$ cat src/rtl/core/mbe_pkg.sv
// Shared types and constants of the escape-time core: register indices,
// the microcode word and the condition flags. No dependencies.
`timescale 1ns / 1ps
`default_nettype none

package mbe_pkg;

  localparam int unsigned PcW = 5;
  typedef logic [PcW-1:0] pc_t;

  typedef enum logic [2:0] {
    CFG_REAL_MIN  = 3'd0,
    CFG_IMAG_MAX  = 3'd1,
    CFG_REAL_STEP = 3'd2,
    CFG_IMAG_STEP = 3'd3,
    CFG_MAX_ITER  = 3'd4,
    CFG_ESC_BOUND = 3'd5
  } cfg_idx_e;

  // 32-bit multiplier operand sources
  typedef enum logic [3:0] {
    SRC_MR_LO,
    SRC_MR_HI,
    SRC_MI_LO,
    SRC_MI_HI,
    SRC_COL,
    SRC_ROW,
    SRC_RS_LO,
    SRC_RS_HI,
    SRC_IS_LO,
    SRC_IS_HI
  } src_e;

  typedef enum logic [1:0] {
    ACC_HOLD,
    ACC_LOAD,
    ACC_ADD
  } acc_e;

  typedef enum logic [1:0] {
    SH_0,
    SH_32,
    SH_64
  } sh_e;

  typedef enum logic [3:0] {
    OP_NONE,
    OP_SET_CR,
    OP_SET_CI,
    OP_MAG,
    OP_SAVE_SR,
    OP_SAVE_SI,
    OP_SUB,
    OP_NEG,
    OP_UPD_R,
    OP_UPD_I,
    OP_FIN,
    OP_FIN_ESC
  } op_e;

  typedef enum logic [1:0] {
    JMP_NONE,
    JMP_ALWAYS,
    JMP_LIMIT,
    JMP_ESCAPE
  } jmp_e;

  typedef struct packed {
    src_e a_sel;
    src_e b_sel;
    acc_e acc;
    sh_e  sh;
    op_e  op;
    jmp_e jmp;
    pc_t  target;
  } ucode_t;

  typedef struct packed {
    logic limit;
    logic escape;
  } cond_t;

  localparam ucode_t UcodeNop = '{
    a_sel:  SRC_MR_LO,
    b_sel:  SRC_MR_LO,
    acc:    ACC_HOLD,
    sh:     SH_0,
    op:     OP_NONE,
    jmp:    JMP_NONE,
    target: '0
  };

endpackage

`default_nettype wire

$ cat src/rtl/core/mbe_urom.sv
// Microcode store of the escape-time core: one control word per step.
// Depends on mbe_pkg.
`timescale 1ns / 1ps
`default_nettype none

module mbe_urom import mbe_pkg::*; (
  input  pc_t    pc_i,
  output ucode_t word_o
);

  localparam pc_t LoopPc   = 5'd7;
  localparam pc_t FinPc    = 5'd24;
  localparam pc_t FinEscPc = 5'd25;

  function automatic ucode_t uw(src_e a, src_e b, acc_e c, sh_e s, op_e o,
                                jmp_e j, pc_t t);
    ucode_t w;
    w.a_sel  = a;
    w.b_sel  = b;
    w.acc    = c;
    w.sh     = s;
    w.op     = o;
    w.jmp    = j;
    w.target = t;
    return w;
  endfunction

  // Each word issues one product; words that load or add fold in the product of the word before.
  always_comb begin
    unique case (pc_i)
      // c = corner + index * step for the real part, corner - index * step for the imaginary part
      5'd0:  word_o = uw(SRC_COL,   SRC_RS_LO, ACC_HOLD, SH_0,  OP_NONE,    JMP_NONE, '0);
      5'd1:  word_o = uw(SRC_COL,   SRC_RS_HI, ACC_LOAD, SH_0,  OP_NONE,    JMP_NONE, '0);
      5'd2:  word_o = uw(SRC_COL,   SRC_RS_HI, ACC_ADD,  SH_32, OP_NONE,    JMP_NONE, '0);
      5'd3:  word_o = uw(SRC_ROW,   SRC_IS_LO, ACC_HOLD, SH_0,  OP_SET_CR,  JMP_NONE, '0);
      5'd4:  word_o = uw(SRC_ROW,   SRC_IS_HI, ACC_LOAD, SH_0,  OP_NONE,    JMP_NONE, '0);
      5'd5:  word_o = uw(SRC_ROW,   SRC_IS_HI, ACC_ADD,  SH_32, OP_NONE,    JMP_NONE, '0);
      5'd6:  word_o = uw(SRC_ROW,   SRC_IS_HI, ACC_HOLD, SH_0,  OP_SET_CI,  JMP_NONE, '0);
      // iteration loop
      5'd7:  word_o = uw(SRC_MR_LO, SRC_MR_LO, ACC_HOLD, SH_0,  OP_MAG,     JMP_LIMIT, FinPc);
      5'd8:  word_o = uw(SRC_MR_LO, SRC_MR_LO, ACC_HOLD, SH_0,  OP_NONE,    JMP_NONE, '0);
      5'd9:  word_o = uw(SRC_MR_LO, SRC_MR_HI, ACC_LOAD, SH_0,  OP_NONE,    JMP_NONE, '0);
      5'd10: word_o = uw(SRC_MR_HI, SRC_MR_LO, ACC_ADD,  SH_32, OP_NONE,    JMP_NONE, '0);
      5'd11: word_o = uw(SRC_MR_HI, SRC_MR_HI, ACC_ADD,  SH_32, OP_NONE,    JMP_NONE, '0);
      5'd12: word_o = uw(SRC_MI_LO, SRC_MI_LO, ACC_ADD,  SH_64, OP_NONE,    JMP_NONE, '0);
      5'd13: word_o = uw(SRC_MI_LO, SRC_MI_HI, ACC_LOAD, SH_0,  OP_SAVE_SR, JMP_NONE, '0);
      5'd14: word_o = uw(SRC_MI_HI, SRC_MI_LO, ACC_ADD,  SH_32, OP_NONE,    JMP_NONE, '0);
      5'd15: word_o = uw(SRC_MI_HI, SRC_MI_HI, ACC_ADD,  SH_32, OP_NONE,    JMP_NONE, '0);
      5'd16: word_o = uw(SRC_MR_LO, SRC_MI_LO, ACC_ADD,  SH_64, OP_NONE,    JMP_NONE, '0);
      5'd17: word_o = uw(SRC_MR_LO, SRC_MI_HI, ACC_LOAD, SH_0,  OP_SAVE_SI, JMP_NONE, '0);
      5'd18: word_o = uw(SRC_MR_HI, SRC_MI_LO, ACC_ADD,  SH_32, OP_NONE,    JMP_ESCAPE, FinEscPc);
      5'd19: word_o = uw(SRC_MR_HI, SRC_MI_HI, ACC_ADD,  SH_32, OP_NONE,    JMP_NONE, '0);
      5'd20: word_o = uw(SRC_MR_HI, SRC_MI_HI, ACC_ADD,  SH_64, OP_SUB,     JMP_NONE, '0);
      5'd21: word_o = uw(SRC_MR_LO, SRC_MR_LO, ACC_HOLD, SH_0,  OP_NEG,     JMP_NONE, '0);
      5'd22: word_o = uw(SRC_MR_LO, SRC_MR_LO, ACC_HOLD, SH_0,  OP_UPD_R,   JMP_NONE, '0);
      5'd23: word_o = uw(SRC_MR_LO, SRC_MR_LO, ACC_HOLD, SH_0,  OP_UPD_I,   JMP_ALWAYS, LoopPc);
      // result
      5'd24: word_o = uw(SRC_MR_LO, SRC_MR_LO, ACC_HOLD, SH_0,  OP_FIN,     JMP_NONE, '0);
      5'd25: word_o = uw(SRC_MR_LO, SRC_MR_LO, ACC_HOLD, SH_0,  OP_FIN_ESC, JMP_NONE, '0);
      default: word_o = UcodeNop;
    endcase
  end

endmodule

`default_nettype wire

$ cat config.mk
export PLATFORM = sky130hd
export DESIGN_NAME = mbe_urom
export DESIGN_NICKNAME = d
export VERILOG_FILES = /design/src/rtl/core/mbe_pkg.sv /design/src/rtl/core/mbe_urom.sv
export SDC_FILE = /design/constraint.sdc
export NUM_CORES = 1
export LEC_CHECK = 0
export BUFFER_PORTS_ARGS = -buffer_cell sky130_fd_sc_hd__buf_2
export CAP_MARGIN = 30
export CORE_MARGIN = 3
export CORE_UTILIZATION = 40
export DETAILED_ROUTE_END_ITERATION = 10
export PLACE_DENSITY = 0.72
export SYNTH_ARGS = -nofsm -noshare
export SYNTH_HDL_FRONTEND = slang
export SYNTH_SLANG_ARGS = --single-unit
$ cat constraint.sdc
create_clock -name vclk -period 2.3
set_input_delay 0.115 -clock vclk [all_inputs]
set_output_delay 0.115 -clock vclk [all_outputs]
set_load 0.05 [all_outputs]
==> impl_metrics.env <==
export IMPL_wl_um=1390
export IMPL_syn_nets=88
export IMPL_syn_mean_instance_area_um2=7.16
export IMPL_fmax_mhz=572
export IMPL_synth_yosys_warnings=0
export IMPL_synth_top_family_by_area="compound AO/OA/AOI/OAI gates"
export IMPL_min_period_ns=1.75
export IMPL_initial_cell_density_of_the_core=0.459
export IMPL_post_cts_setup_buffers=0
export IMPL_vdd_ir_drop_max_mv=0.144
export IMPL_final_clkbuf_count=0
export IMPL_detail_route_vias_per_cell=5.31
export IMPL_die_height_um=42.9
export IMPL_setup_viol=0
export IMPL_final_layout_setup_total_negative_slack_ns=0
export IMPL_flops_and_latches=0
export IMPL_synth_fa_ha_area_frac=0.161
export IMPL_critical_path_startpoint_type="primary input"
export IMPL_hold_viol_final=0
export IMPL_grt_antenna_before_repair=0
export IMPL_worstHoldPathType="in2out"
export IMPL_total_global_routing_overflow=0
export IMPL_die_area_um2=1840
export IMPL_dp_final_hpwl_um=1070
export IMPL_port_buffers=27
export IMPL_hold_end="word_o[18]"
export IMPL_synth_mux_area_frac=0.0989
export IMPL_final_period_utilization=0.760
export IMPL_placed_cell_area_um2=626
export IMPL_rsz_0062_raised_after_global_routing="false"
export IMPL_synth_compound_area_share=0.315
export IMPL_grt_pass1_vias=465
export IMPL_design_final_nets=106
export IMPL_initialDrtViolationCount=8
export IMPL_floorplan_core_area_um2=1190
export IMPL_cts_resized=0
export IMPL_whs_path_cells=3
export IMPL_synth_yosys_seq_area_share=0
export IMPL_run_status="completed"
export IMPL_remaining_drc_errors=0
export IMPL_maximum_number_of_pins_on_one_net_before_global_route_repair=20
export IMPL_n_antenna_cell=0
export IMPL_seqCellArea_um2=0
export IMPL_antenna_violating_nets_post_route=0
export IMPL_groute_usage_overall=0.142
export IMPL_drt_first_pass_iters=2
export IMPL_final_max_slew_viol_count=0
export IMPL_parity_gate_share_of_the_synthesized_area_counting_xor_and_xnor_cells=0.0322
export IMPL_capturing_element_type_of_the_critical_path="primary output"
export IMPL_yosysTopAreaCell="sky130_fd_sc_hd__ha_1"
export IMPL_grt_first_pass_wirelength_um=2190
export IMPL_p_leak_nw=0.337
export IMPL_std_cell_rows=12
export IMPL_hold_path_startpoint="pc_i[3]"
export IMPL_synth_simple_area_share=0.209
export IMPL_stdcell_area_um2=626
export IMPL_layout_area_overhead_vs_synth_pct=14.9
export IMPL_synth_top_cell_area_share=0.161
export IMPL_wl_per_cell_um=13.1
export IMPL_boundaryPins=28
export IMPL_cts_hold_fix_buffers=0
export IMPL_path_class="in2out"
export IMPL_via_count=563
export IMPL_syn_area_um2=544
export IMPL_synth_top_cells_by_area="sky130_fd_sc_hd__ha_1 (16%), sky130_fd_sc_hd__buf_4 (6.9%), sky130_fd_sc_hd__nand2_1 (4.8%)"
export IMPL_cap_viol_max_count=0
export IMPL_synth_lib_cells_used_distinct=38
export IMPL_synth_cells=76
export IMPL_cp_max_fo=14
export IMPL_critical_path_required_ns=2.18
export IMPL_die_width_um=42.9
export IMPL_layout_cells_sized_above_1=0.337
export IMPL_power_density_nw_per_um2=292
export IMPL_globalplace_congestion=0.811
export IMPL_cp_arrival_ns=1.63
==> critical path, stage by stage <==
cell                     delay [ns]
sky130_fd_sc_hd__buf_2         0.23
sky130_fd_sc_hd__inv_1         0.13
sky130_fd_sc_hd__ha_1          0.27
sky130_fd_sc_hd__mux4_2        0.47
sky130_fd_sc_hd__a22o_1        0.19
sky130_fd_sc_hd__buf_2         0.21
==> metrics by stage <==
| stage | worst slack [ns] | std cells | hold slack [ns] | total power [W] | utilization |
|---|---|---|---|---|---|
| after global routing | 0.471 | 106 | 0.819 | 0.000194 | 0.527 |
| after floorplan | 0.211 | 76 | 0.335 | 0.000151 | - |
| final | 0.553 | 106 | 0.782 | 0.000183 | 0.527 |
| after global placement | 0.619 | 106 | 0.771 | 0.000180 | 0.527 |
| after detailed placement | 0.571 | 106 | 0.778 | 0.000182 | 0.527 |
| after CTS | 0.561 | 106 | 0.776 | 0.000183 | 0.527 |
==> cell usage after synthesis (2+ instances only) <==
| cell type | count |
|---|---|
| sky130_fd_sc_hd__buf_2 | 3 |
| sky130_fd_sc_hd__buf_4 | 5 |
| sky130_fd_sc_hd__nand2_1 | 7 |
| sky130_fd_sc_hd__a22o_1 | 2 |
| sky130_fd_sc_hd__nor2b_1 | 4 |
| sky130_fd_sc_hd__inv_1 | 5 |
| sky130_fd_sc_hd__o22ai_1 | 2 |
| sky130_fd_sc_hd__ha_1 | 7 |
| sky130_fd_sc_hd__a22oi_1 | 2 |
| sky130_fd_sc_hd__clkbuf_1 | 2 |
| sky130_fd_sc_hd__nand2b_1 | 3 |
| sky130_fd_sc_hd__o211ai_1 | 2 |
| sky130_fd_sc_hd__mux2i_1 | 2 |
| sky130_fd_sc_hd__nor2_1 | 3 |
| sky130_fd_sc_hd__o21ai_0 | 4 |
==> logic make-up after synthesis <==
family	Yosys count
AO/OA/AOI/OAI	23
XOR/XNOR	2
adder cells (fa/ha/maj)	7
buffers and inverters	17
multiplexers	4
other	1
AND/OR/NAND/NOR	22
==> layout make-up <==
cell class         count  area (µm²)
fillers              125         561
multi-input cells     59         448
repair buffers        27         135
inverters              6        25.0
well taps             14        17.5
==> report_power, final <==
part	switching, W	internal, W
Combinational	0.000134	0.0000482
Sequential	0	0
Clock	0	0
==> placed cells by master, fill, tap and decap left out, drive strengths merged, types with 2 or more instances in the layout <==
master,instances
inv,6
buf,27
a22o,2
o22ai,2
nor2,3
nand2,7
ha,7
a211oi,2
a22oi,2
nand2b,3
mux2i,2
nor2b,4
o211ai,2
o21ai,4
==> worst max-delay path by stage <==
stage / start / to / slack (ns)
floorplan: pc_i[2] / word_o[17] / 0.21
global placement: pc_i[1] / word_o[15] / 0.62
detailed placement: pc_i[1] / word_o[15] / 0.57
CTS: pc_i[1] / word_o[15] / 0.56
global route: pc_i[1] / word_o[15] / 0.47
finish: pc_i[1] / word_o[15] / 0.55
==> per-layer routing <==
metal  global-route usage  part of all wire  up-vias
met2                0.228              0.43       16
met5                    0                 0        -
met3              0.00847             0.067        0
met1                0.216              0.50      251
met4                    0                 0        0
li1                     -                 -      296
Power figures use the tool's default switching activity.
