**src/rtl/core/mbe_pkg.sv**
```systemverilog
// Shared types and constants of the escape-time core: register indices,
// the microcode word and the condition flags. No dependencies.
`timescale 1ns / 1ps
`default_nettype none

package mbe_pkg;

  localparam int unsigned PcW = 5;
  typedef logic [PcW-1:0] pc_t;

  typedef enum logic [2:0] {
    CFG_REAL_MIN  = 3'd0,
    CFG_IMAG_MAX  = 3'd1,
    CFG_REAL_STEP = 3'd2,
    CFG_IMAG_STEP = 3'd3,
    CFG_MAX_ITER  = 3'd4,
    CFG_ESC_BOUND = 3'd5
  } cfg_idx_e;

  // 32-bit multiplier operand sources
  typedef enum logic [3:0] {
    SRC_MR_LO,
    SRC_MR_HI,
    SRC_MI_LO,
    SRC_MI_HI,
    SRC_COL,
    SRC_ROW,
    SRC_RS_LO,
    SRC_RS_HI,
    SRC_IS_LO,
    SRC_IS_HI
  } src_e;

  typedef enum logic [1:0] {
    ACC_HOLD,
    ACC_LOAD,
    ACC_ADD
  } acc_e;

  typedef enum logic [1:0] {
    SH_0,
    SH_32,
    SH_64
  } sh_e;

  typedef enum logic [3:0] {
    OP_NONE,
    OP_SET_CR,
    OP_SET_CI,
    OP_MAG,
    OP_SAVE_SR,
    OP_SAVE_SI,
    OP_SUB,
    OP_NEG,
    OP_UPD_R,
    OP_UPD_I,
    OP_FIN,
    OP_FIN_ESC
  } op_e;

  typedef enum logic [1:0] {
    JMP_NONE,
    JMP_ALWAYS,
    JMP_LIMIT,
    JMP_ESCAPE
  } jmp_e;

  typedef struct packed {
    src_e a_sel;
    src_e b_sel;
    acc_e acc;
    sh_e  sh;
    op_e  op;
    jmp_e jmp;
    pc_t  target;
  } ucode_t;

  typedef struct packed {
    logic limit;
    logic escape;
  } cond_t;

  localparam ucode_t UcodeNop = '{
    a_sel:  SRC_MR_LO,
    b_sel:  SRC_MR_LO,
    acc:    ACC_HOLD,
    sh:     SH_0,
    op:     OP_NONE,
    jmp:    JMP_NONE,
    target: '0
  };

endpackage

`default_nettype wire

```
**src/rtl/core/mbe_seq.sv**
```systemverilog
// Step counter of the escape-time core: fetch, conditional jump, busy flag.
// Depends on mbe_pkg; the control words come from mbe_urom.
`timescale 1ns / 1ps
`default_nettype none

module mbe_seq import mbe_pkg::*; (
  input  logic   clk_i,
  input  logic   rst_ni,
  input  logic   start_i,
  input  ucode_t word_i,
  input  cond_t  cond_i,
  output pc_t    pc_o,
  output ucode_t ctl_o,
  output logic   busy_o
);

  pc_t  pc_q, pc_d;
  logic busy_q, busy_d;
  logic taken;
  logic fin;

  always_comb begin
    case (word_i.jmp)
      JMP_ALWAYS: taken = 1'b1;
      JMP_LIMIT:  taken = cond_i.limit;
      JMP_ESCAPE: taken = cond_i.escape;
      default:    taken = 1'b0;
    endcase
  end

  assign fin = busy_q && (word_i.op inside {OP_FIN, OP_FIN_ESC});

  always_comb begin
    pc_d   = pc_q;
    busy_d = busy_q;
    if (start_i) begin
      pc_d   = '0;
      busy_d = 1'b1;
    end else if (busy_q) begin
      pc_d = taken ? word_i.target : pc_t'(pc_q + 1'b1);
      if (fin) begin
        busy_d = 1'b0;
      end
    end
  end

  always_ff @(posedge clk_i or negedge rst_ni) begin
    if (!rst_ni) begin
      pc_q   <= '0;
      busy_q <= 1'b0;
    end else begin
      pc_q   <= pc_d;
      busy_q <= busy_d;
    end
  end

  // idle steps must not touch the datapath
  assign ctl_o  = busy_q ? word_i : UcodeNop;
  assign pc_o   = pc_q;
  assign busy_o = busy_q;

endmodule

`default_nettype wire

```
**config.mk**
```make
export PLATFORM = sky130hd
export DESIGN_NAME = mbe_seq
export DESIGN_NICKNAME = d
export VERILOG_FILES = /design/src/rtl/core/mbe_pkg.sv /design/src/rtl/core/mbe_seq.sv
export SDC_FILE = /design/constraint.sdc
export NUM_CORES = 1
export LEC_CHECK = 0
export BUFFER_PORTS_ARGS = -buffer_cell sky130_fd_sc_hd__clkbuf_2
export CAP_MARGIN = 20
export CORE_AREA = 3 3 43 45
export CTS_CLUSTER_SIZE = 14
export DETAILED_ROUTE_END_ITERATION = 8
export DIE_AREA = 0 0 46 48
export PLACE_DENSITY = 0.81
export SLEW_MARGIN = 10
export SYNTH_ARGS = -nofsm -noshare
export SYNTH_HDL_FRONTEND = slang
export SYNTH_SLANG_ARGS = --single-unit
```
**constraint.sdc**
```tcl
create_clock -name clk_i -period 2.81 [get_ports clk_i]
set_clock_uncertainty 0.05 [all_clocks]
set_input_delay 0.1405 -clock clk_i [delete_from_list [all_inputs] [get_ports clk_i]]
set_output_delay 0.1405 -clock clk_i [all_outputs]
set_load 0.1 [all_outputs]
```
==> results of run 1 <==
## flip-flops by register name, indices dropped and copies added (netlist names)
name,cells
busy_o,1
pc_o,5
## kinds of logic after synthesis
group	Yosys count	synth area share, %
AND/OR/NAND/NOR	37	43.2
AO/OA/AOI/OAI	16	22.2
flip-flops	6	27.1
buffers and inverters	5	3.39
multiplexers	1	1.81
adder cells (fa/ha/maj)	1	2.26
## path summary, 6_finish.rpt
kind / to / depth (start not counted)
hold reg to reg: pc_o[0] / 2
hold / removal: pc_o[1] / 2
min in group asynchronous: pc_o[4] / 2
setup reg to reg: pc_o[3] / 3
max in group asynchronous: busy_o / 2
setup / recovery: ctl_o[3] / 2
## critical path: stages (launching register included)
cell      delay [ns]
dfrtp_1         0.77
and2_1          0.25
clkbuf_2        0.46
## power by group through the flow
stage                     combinational [mW]  clock [mW]  sequential [mW]
after CTS                              0.337      0.0804            0.107
after global routing                   0.348      0.0902            0.109
after global placement                 0.333           0            0.107
after floorplan                        0.225           0            0.155
final                                  0.335      0.0794            0.107
after detailed placement               0.335           0            0.108
## routing by layer
layer,GRT usage [%],share of wire [%]
met5,0,0
met4,8.52,1.4
met3,4.51,6.5
met2,25.3,49
met1,21.2,43
## cell type report
| type | count | area, sq um | area share [%] |
|---|---|---|---|
| clock buffers | 3 | 22.5 | 2.58 |
| well taps | 16 | 20.0 | 2.29 |
| inverters | 2 | 7.51 | 0.858 |
| repair buffers | 57 | 290 | 33.2 |
| flip-flops and latches | 6 | 150 | 17.2 |
| multi-input cells | 55 | 384 | 43.9 |
## synth_stat cells, types with 2 or more instances
cell type / instances
a21oi_1: 2
a31oi_1: 3
a32oi_1: 2
and2_1: 21
clkbuf_1: 3
dfrtp_1: 6
inv_1: 2
nand2_1: 3
nand3_1: 4
nor2b_1: 2
==> impl_metrics.toml, run 1 <==
[route]
avgViaCountPerCell = 4.82
routed-via-count = 670
drt-initial-drc-count = 8
postRouteAntennaNets = 0
dr.pass1.iters = 4
wire_per_inst_um = 12.2
drc = 0
routed_wl_um = 1700

[run]
cap_violations = 0

[global_route]
grt_max_degree = 32
grt_pass1_vias = 578
antenna_found_initial = 0
grt_use_total_pct = 16.5
grt_pass1_wl_um = 2530
gr-total-overflow = 0

[power]
p_int_mw = 0.203
combinationalPowerShare_pct = 64.3
clkPwrFrac_pct = 15.2
ir_worst_vdd_mv = 0.324
powerDensity_nw_per_um2 = 596
p_seq_share_pct = 20.5
finalPower_mw = 0.522
power.switching_mw = 0.319
power_leakage_nw = 0.499
switching_share_pct = 61.2

[clock_tree]
cts_made_buffers = 3
cts_hold_buf = 1
cts_buffer_depth = 2
postCtsSetupRepairBufs = 0
cts.repair.resized = 0
cts_tree = "yes"
cts_root_buf = "clkbuf_4"
clk_pin_slew_ns = 0.04
htree_levels = 1
clk_latency_ns = 0.25
cts_sinks = 6

[setup_path]
required_ns = 2.62
worstSetupEndpointType = "output port"
crit_start = "busy_o"
crit_type = "reg2out"
cp-start-kind = "flip-flop"
r2r_start = "busy_o"
r2r_slack_ns = 1.10
crit_fanout = 31
worst_ep_arrival_time_ns = 1.73

[die]
io_pins = 57
core_sq_um = 1510
die_width_um = 46
rows = 14
start_util_pct = 36.7
fp.dieH_um = 48
die_area_sq_um = 2210

[logic_synthesis]
yosysWarnings = 0
ys_types = 28
synth_cells = 66
syn_nets = 95
seq_area_frac_synth_pct = 27.1
avgSynthCellArea_sq_um = 8.38
synth_seq_cells = 6
ys.flop_type = "dfrtp_1"
synth_area_leaders = "dfrtp_1 27%, and2_1 24%, nand3_1 3.6%"
synth_edf_count = 0
yosysTopAreaCellShare_pct = 27.1
async_flop_share_pct = 100
synth_top_area_cell = "dfrtp_1"
synth_area_sq_um = 553

[sta]
period_minus_slack_ns = 1.92
rsz0062_at_grt = "no"
finalCritPeriodShare_pct = 68.3
setup_violations = 0
fin_setup_tns_ns = 0
final_max_slew_viol_count = 0
relSlewSlack_pct = 54.5
worst_slack_ns = 0.892
whs_ns = 0.107
worstMarginPinSlew_ns = 0.682
hold_violations = 0
fmax_ghz = 0.521

[placement]
place.gp.congestion = 0.778
place_ws_ns = 1.12
placed_area_sq_um = 842
dp_hpwl_um = 1380
dp_cells = 135
port_buffers = 56

[cells_and_area]
num_antenna_cells = 0
syn_to_final_growth_pct = 58.1
fin_util_pct = 58.1
final_cell_area_sq_um = 875
final_cell_mix = "56 x clkbuf_2, 21 x and2_1, 6 x dfrtp_1"
drive_gt1_share_pct = 52.8
fin_cells = 139
final_common_cell = "clkbuf_2"
nNetsFinal = 154
num-fill-cells = 137

[worst_hold_path]
worstHoldStart = "start_i"
min_path_type = "in2reg"

[run_status]
status = "finished clean"
Power figures use the tool's default switching activity.
==> run 2, diff against run 1 <==
Settings changed: ABC_AREA set to 1, CORE_AREA 3 3 43 45 to 3 3 44 56, DIE_AREA 0 0 46 48 to 0 0 47 59, PLACE_DENSITY 0.81 to 0.71.
Clock period 2.81 ns to 1.61 ns, I/O delays scaled along.
==> run 2 against run 1 <==
Effect of this change:
- die area is 26% higher
- sequential power is 80% higher
- non-clock buffer count stayed put
- global-route usage is 1.1 points lower
- synthesized cell count is 64% higher
- critical path depth is 1 higher
- register-to-register slack worse by 0.73 ns
- sequential cell count stayed put
- clock power is 93% higher
- largest cell class is now buffers
- highest routed layer unchanged
==> impl_metrics.toml, run 2 <==
[run_status]
status = "finished clean"

[logic_synthesis]
synth_area_sq_um = 634
synth_seq_cells = 6
synth.most_common_cell = "nand2_1"
synth_top_area_cell = "nand2_1"
yosysWarnings = 0
avgSynthCellArea_sq_um = 5.87
ys_types = 18
synth_cells = 108
async_flop_share_pct = 100
seq_area_frac_synth_pct = 23.7
synth_commonest_cells = "41 x nand2_1, 30 x inv_1, 9 x nand3_1"
syn_nets = 137
synth_area_leaders = "nand2_1 24%, dfrtp_1 24%, inv_1 18%"
yosysTopAreaCellShare_pct = 24.3
ys.flop_type = "dfrtp_1"
synth_edf_count = 0

[sta]
rsz0062_at_grt = "no"
finalCritPeriodShare_pct = 89.1
worst_slack_ns = 0.175
fmax_ghz = 0.697
whs_ns = 0.0483
relSlewSlack_pct = 63.9
fin_setup_tns_ns = 0
setup_violations = 0
hold_violations = 0
final_max_slew_viol_count = 0
period_minus_slack_ns = 1.44
worstMarginPinSlew_ns = 0.544

[placement]
port_buffers = 56
dp_cells = 181
placed_area_sq_um = 1340
place.gp.congestion = 0.729
place_ws_ns = 0.379
dp_hpwl_um = 1710

[setup_path]
required_ns = 1.48
worstSetupEndpointType = "output port"
cp.depth = 3
crit_type = "reg2out"
path_cells = "nand2_1 > clkinvlp_4 > buf_12"
crit_fanout = 26
max_stage_delay_ns = 0.60
worst_ep_arrival_time_ns = 1.30
path_buf_inv = 2
cpMaxStageDelayCell = "dfrtp_4"
cp_top_family = "flip-flops"
cp-start-kind = "flip-flop"
worstRegToRegCells = 3

[cells_and_area]
nNetsFinal = 196
drive_gt1_share_pct = 54.8
syn_to_final_growth_pct = 116
final_common_cell = "nand2_1"
num_antenna_cells = 0
final_cell_mix = "41 x nand2_1, 32 x clkbuf_2, 22 x buf_12"
fin_util_pct = 69.2
final_cell_area_sq_um = 1370
largest_reg_flops = 5
fin_cells = 186

[die]
rows = 18
start_util_pct = 32.0
core_sq_um = 1980
fp.dieH_um = 59
die_width_um = 47
io_pins = 57
die_area_sq_um = 2770

[global_route]
grt_pass1_vias = 796
gr-total-overflow = 0
grt_use_total_pct = 15.4
grt_pass1_wl_um = 3150
antenna_found_initial = 0
grt_max_degree = 27

[clock_tree]
htree_levels = 1
cts_buffer_depth = 2
cts_made_buffers = 3
clk_latency_ns = 0.25
postCtsSetupRepairBufs = 0
cts_root_buf = "clkbuf_4"
cts.repair.resized = 0
cts_sinks = 6
cts_tree = "yes"
clk_pin_slew_ns = 0.05

[worst_hold_path]
worstHoldPathCells = 2
min_path_type = "in2reg"

[route]
routed_wl_um = 1940
postRouteAntennaNets = 0
avgViaCountPerCell = 4.58
routed-via-count = 851
drt-initial-drc-count = 23
dr.pass1.iters = 4
drc = 0
wire_per_inst_um = 10.4

[power]
ir_worst_vdd_mv = 0.461
powerDensity_nw_per_um2 = 808
finalPower_mw = 1.11
power_leakage_nw = 0.704

[run]
cap_violations = 0
[run 2: worst paths after layout]
kind | to | from | slack (ns)
worst max-delay path | ctl_o[3] | busy_o | 0.17
worst min-delay path | busy_o | start_i | 0.05
worst max register to register | pc_o[0] | busy_o | 0.37
worst min register to register | pc_o[4] | pc_o[4] | 0.49
max in group asynchronous | busy_o | rst_ni | 1.20
min in group asynchronous | busy_o | rst_ni | 0.14
[run 2: logic make-up (layout without fill, tap and decap cells)]
family	count (synthesis)	after routing	share of synthesized area [%]
adders and majority gates	1	1	1.97
AOI/OAI and AO/OA	1	1	0.788
xor gates and xnor gates	1	1	1.38
buffers and inverters	36	94	22.9
DFF	6	6	23.7
and+or+nand+nor	63	63	49.3
[run 2: what timing repair did]
item | in CTS | in global routing
hold buffers | 1 | 0
hold endpoints to repair | 6 | 0
endpoints found under the setup margin | 0 | 0
[run 2: layout make-up]
cell class | instances | area (sq um)
flip-flops and latches | 6 | 156
multi-input cells | 66 | 339
inverters | 33 | 199
well taps | 20 | 25.0
clock buffers | 4 | 26.3
fillers | 161 | 611
repair buffers | 57 | 626
[run 2: routing by layer]
layer / routed length, um / global-route usage, % / part of all wire (%) / up-vias
li1: - / - / - / 424
met1: 605 / 14.4 / 31 / 363
met2: 994 / 28.5 / 51 / 55
met3: 260 / 3.04 / 13 / 9
met4: 75 / 9.49 / 3.9 / 0
met5: 0 / 0 / 0 / -
[run 2: power by group]
part           switching, mW  total, mW  internal [mW]
Combinational          0.531      0.762          0.231
Sequential            0.0269      0.193          0.167
Clock                 0.0590      0.153         0.0942
Total                  0.617       1.11          0.491
==> run 3, diff against run 2 <==
Settings changed: RECOVER_POWER set to 25.
==> run 3 against run 2 <==
Effect of this change:
- power about the same
- critical path depth unchanged
- cell area decreased by 0.64%
- utilization shrank 0.44 points
- sequential share of layout area grew 0.073 points
- cell count did not move
- non-clock buffer count did not move
- highest routed layer unchanged
- critical endpoint unchanged
- largest power group unchanged
==> impl_metrics.toml, run 3 (synthesized netlist as in run 2, its figures left out) <==
[sta]
fin_setup_tns_ns = 0
period_minus_slack_ns = 1.44
relSlewSlack_pct = 63.9
rsz0062_at_grt = "no"
fmax_ghz = 0.695
worstMarginPinSlew_ns = 0.544
hold_violations = 0
setup_violations = 0
finalCritPeriodShare_pct = 89.4
whs_ns = 0.00772
final_max_slew_viol_count = 0

[clock_tree]
htree_levels = 1
postCtsSetupRepairBufs = 0
cts_buffer_depth = 2
clk_latency_ns = 0.26
cts_made_buffers = 3
clk_pin_slew_ns = 0.05
cts_root_buf = "clkbuf_4"
cts_sinks = 6
cts_tree = "yes"

[setup_path]
cpMaxStageDelayCell = "dfrtp_4"
r2r_start = "busy_o"
crit_fanout = 26
r2r-end = "pc_o[3]"
path_cells = "nand2_1 > clkinvlp_4 > buf_12"
cp_top_family = "flip-flops"
worstSetupEndpointType = "output port"
required_ns = 1.48
r2r_slack_ns = 0.28
path_buf_inv = 2
crit_type = "reg2out"
worstRegToRegCells = 6
worst_ep_arrival_time_ns = 1.31
max_stage_delay_ns = 0.59
cp-start-kind = "flip-flop"

[die]
rows = 18
core_sq_um = 1980
io_pins = 57
die_area_sq_um = 2770
start_util_pct = 32.0
fp.dieH_um = 59
die_width_um = 47

[cells_and_area]
drive_gt1_share_pct = 53.0
num_antenna_cells = 0
final_common_cell = "nand2_1"
final_cell_mix = "41 x nand2_1, 31 x clkbuf_2, 22 x buf_12"
nNetsFinal = 196
largest_reg_flops = 5
syn_to_final_growth_pct = 115

[power]
combinationalPowerShare_pct = 68.5
ir_worst_vdd_mv = 0.463
power.switching_mw = 0.619
p_int_mw = 0.490
powerDensity_nw_per_um2 = 814
p_seq_share_pct = 17.4
switching_share_pct = 55.8
clkPwrFrac_pct = 14.1
power_leakage_nw = 0.701

[route]
dr.pass1.iters = 4
wire_per_inst_um = 10.4
avgViaCountPerCell = 4.58
routed_wl_um = 1940
drt-initial-drc-count = 23
drc = 0
routed-via-count = 852
postRouteAntennaNets = 0

[global_route]
gr-total-overflow = 0
grt_busiest_layer = "met2"
antenna_found_initial = 0
grt_use_total_pct = 15.4
grt_max_degree = 27
met2_usage_pct = 28.5
grt_use_met1_pct = 14.4
grt_pass1_vias = 796
grt_pass1_wl_um = 3150
use_met3_pct = 3.04

[placement]
dp_hpwl_um = 1710
place.gp.congestion = 0.729
port_buffers = 56

[worst_hold_path]
min_path_type = "in2reg"
worstHoldEndpoint = "busy_o"
worstHoldStart = "start_i"
worstHoldPathCells = 2

[run]
cap_violations = 0

[run_status]
status = "finished clean"
run 3: cell counts in the layout (fill, tap and decap cells not counted):
No cell type changed its count.
run 3: timing repair:
item,4_1_cts,5_1_grt
hold endpoints to repair,6,0
hold buffers,1,0
resized for setup,0,0
run 3: worst register-to-register path: stages (launching register included):
cell and delay (ns):
dfrtp_4 0.58, inv_1 0.10, nor2_1 0.26, nand2_1 0.09, inv_1 0.06, nand2_1 0.05
nand2_1 0.06
run 3: how the worst max path moves through the flow:
stage,endpoint,slack [ns],start,cells past startpoint
after floorplan,ctl_o[2],0.009,busy_o,4
after global placement,busy_o,0.41,busy_o,3
after detailed placement,busy_o,0.38,busy_o,3
after CTS,ctl_o[5],0.15,busy_o,3
after global routing,ctl_o[3],0.09,busy_o,3
final,ctl_o[3],0.17,busy_o,3
run 3: metal layers:
metal | share of wire, % | vias to the layer above
met4 | 3.2 | 0
li1 | - | 425
met3 | 13 | 7
met1 | 32 | 369
met5 | 0 | -
met2 | 52 | 51
run 3: power groups by stage:
stage | Combinational, mW | Sequential (mW) | Clock (mW)
finish | 0.759 | 0.193 | 0.156
global route | 0.790 | 0.197 | 0.169
CTS | 0.767 | 0.194 | 0.158
detailed placement | 0.764 | 0.196 | 0
global placement | 0.755 | 0.194 | 0
floorplan | 0.422 | 0.286 | 0
run 3: final cells by class:
type,instances,area (sq um)
timing repair buffer,57,624
fill,164,619
multi-input combinational,66,332
inverter,33,199
sequential,6,156
clock buffer,4,26.3
tap,20,25.0
run 3: through the flow:
stage               std cells  power (mW)  util, %  instance area [sq um]  setup WS (ns)
detailed placement        181       0.960     67.4                   1340          0.379
global placement          181       0.949     67.4                   1340          0.409
global route              186        1.16     68.8                   1360         0.0859
CTS                       186        1.12     69.2                   1370          0.153
finish                    186        1.11     68.8                   1360          0.171
floorplan                 108       0.708        -                    716        0.00926
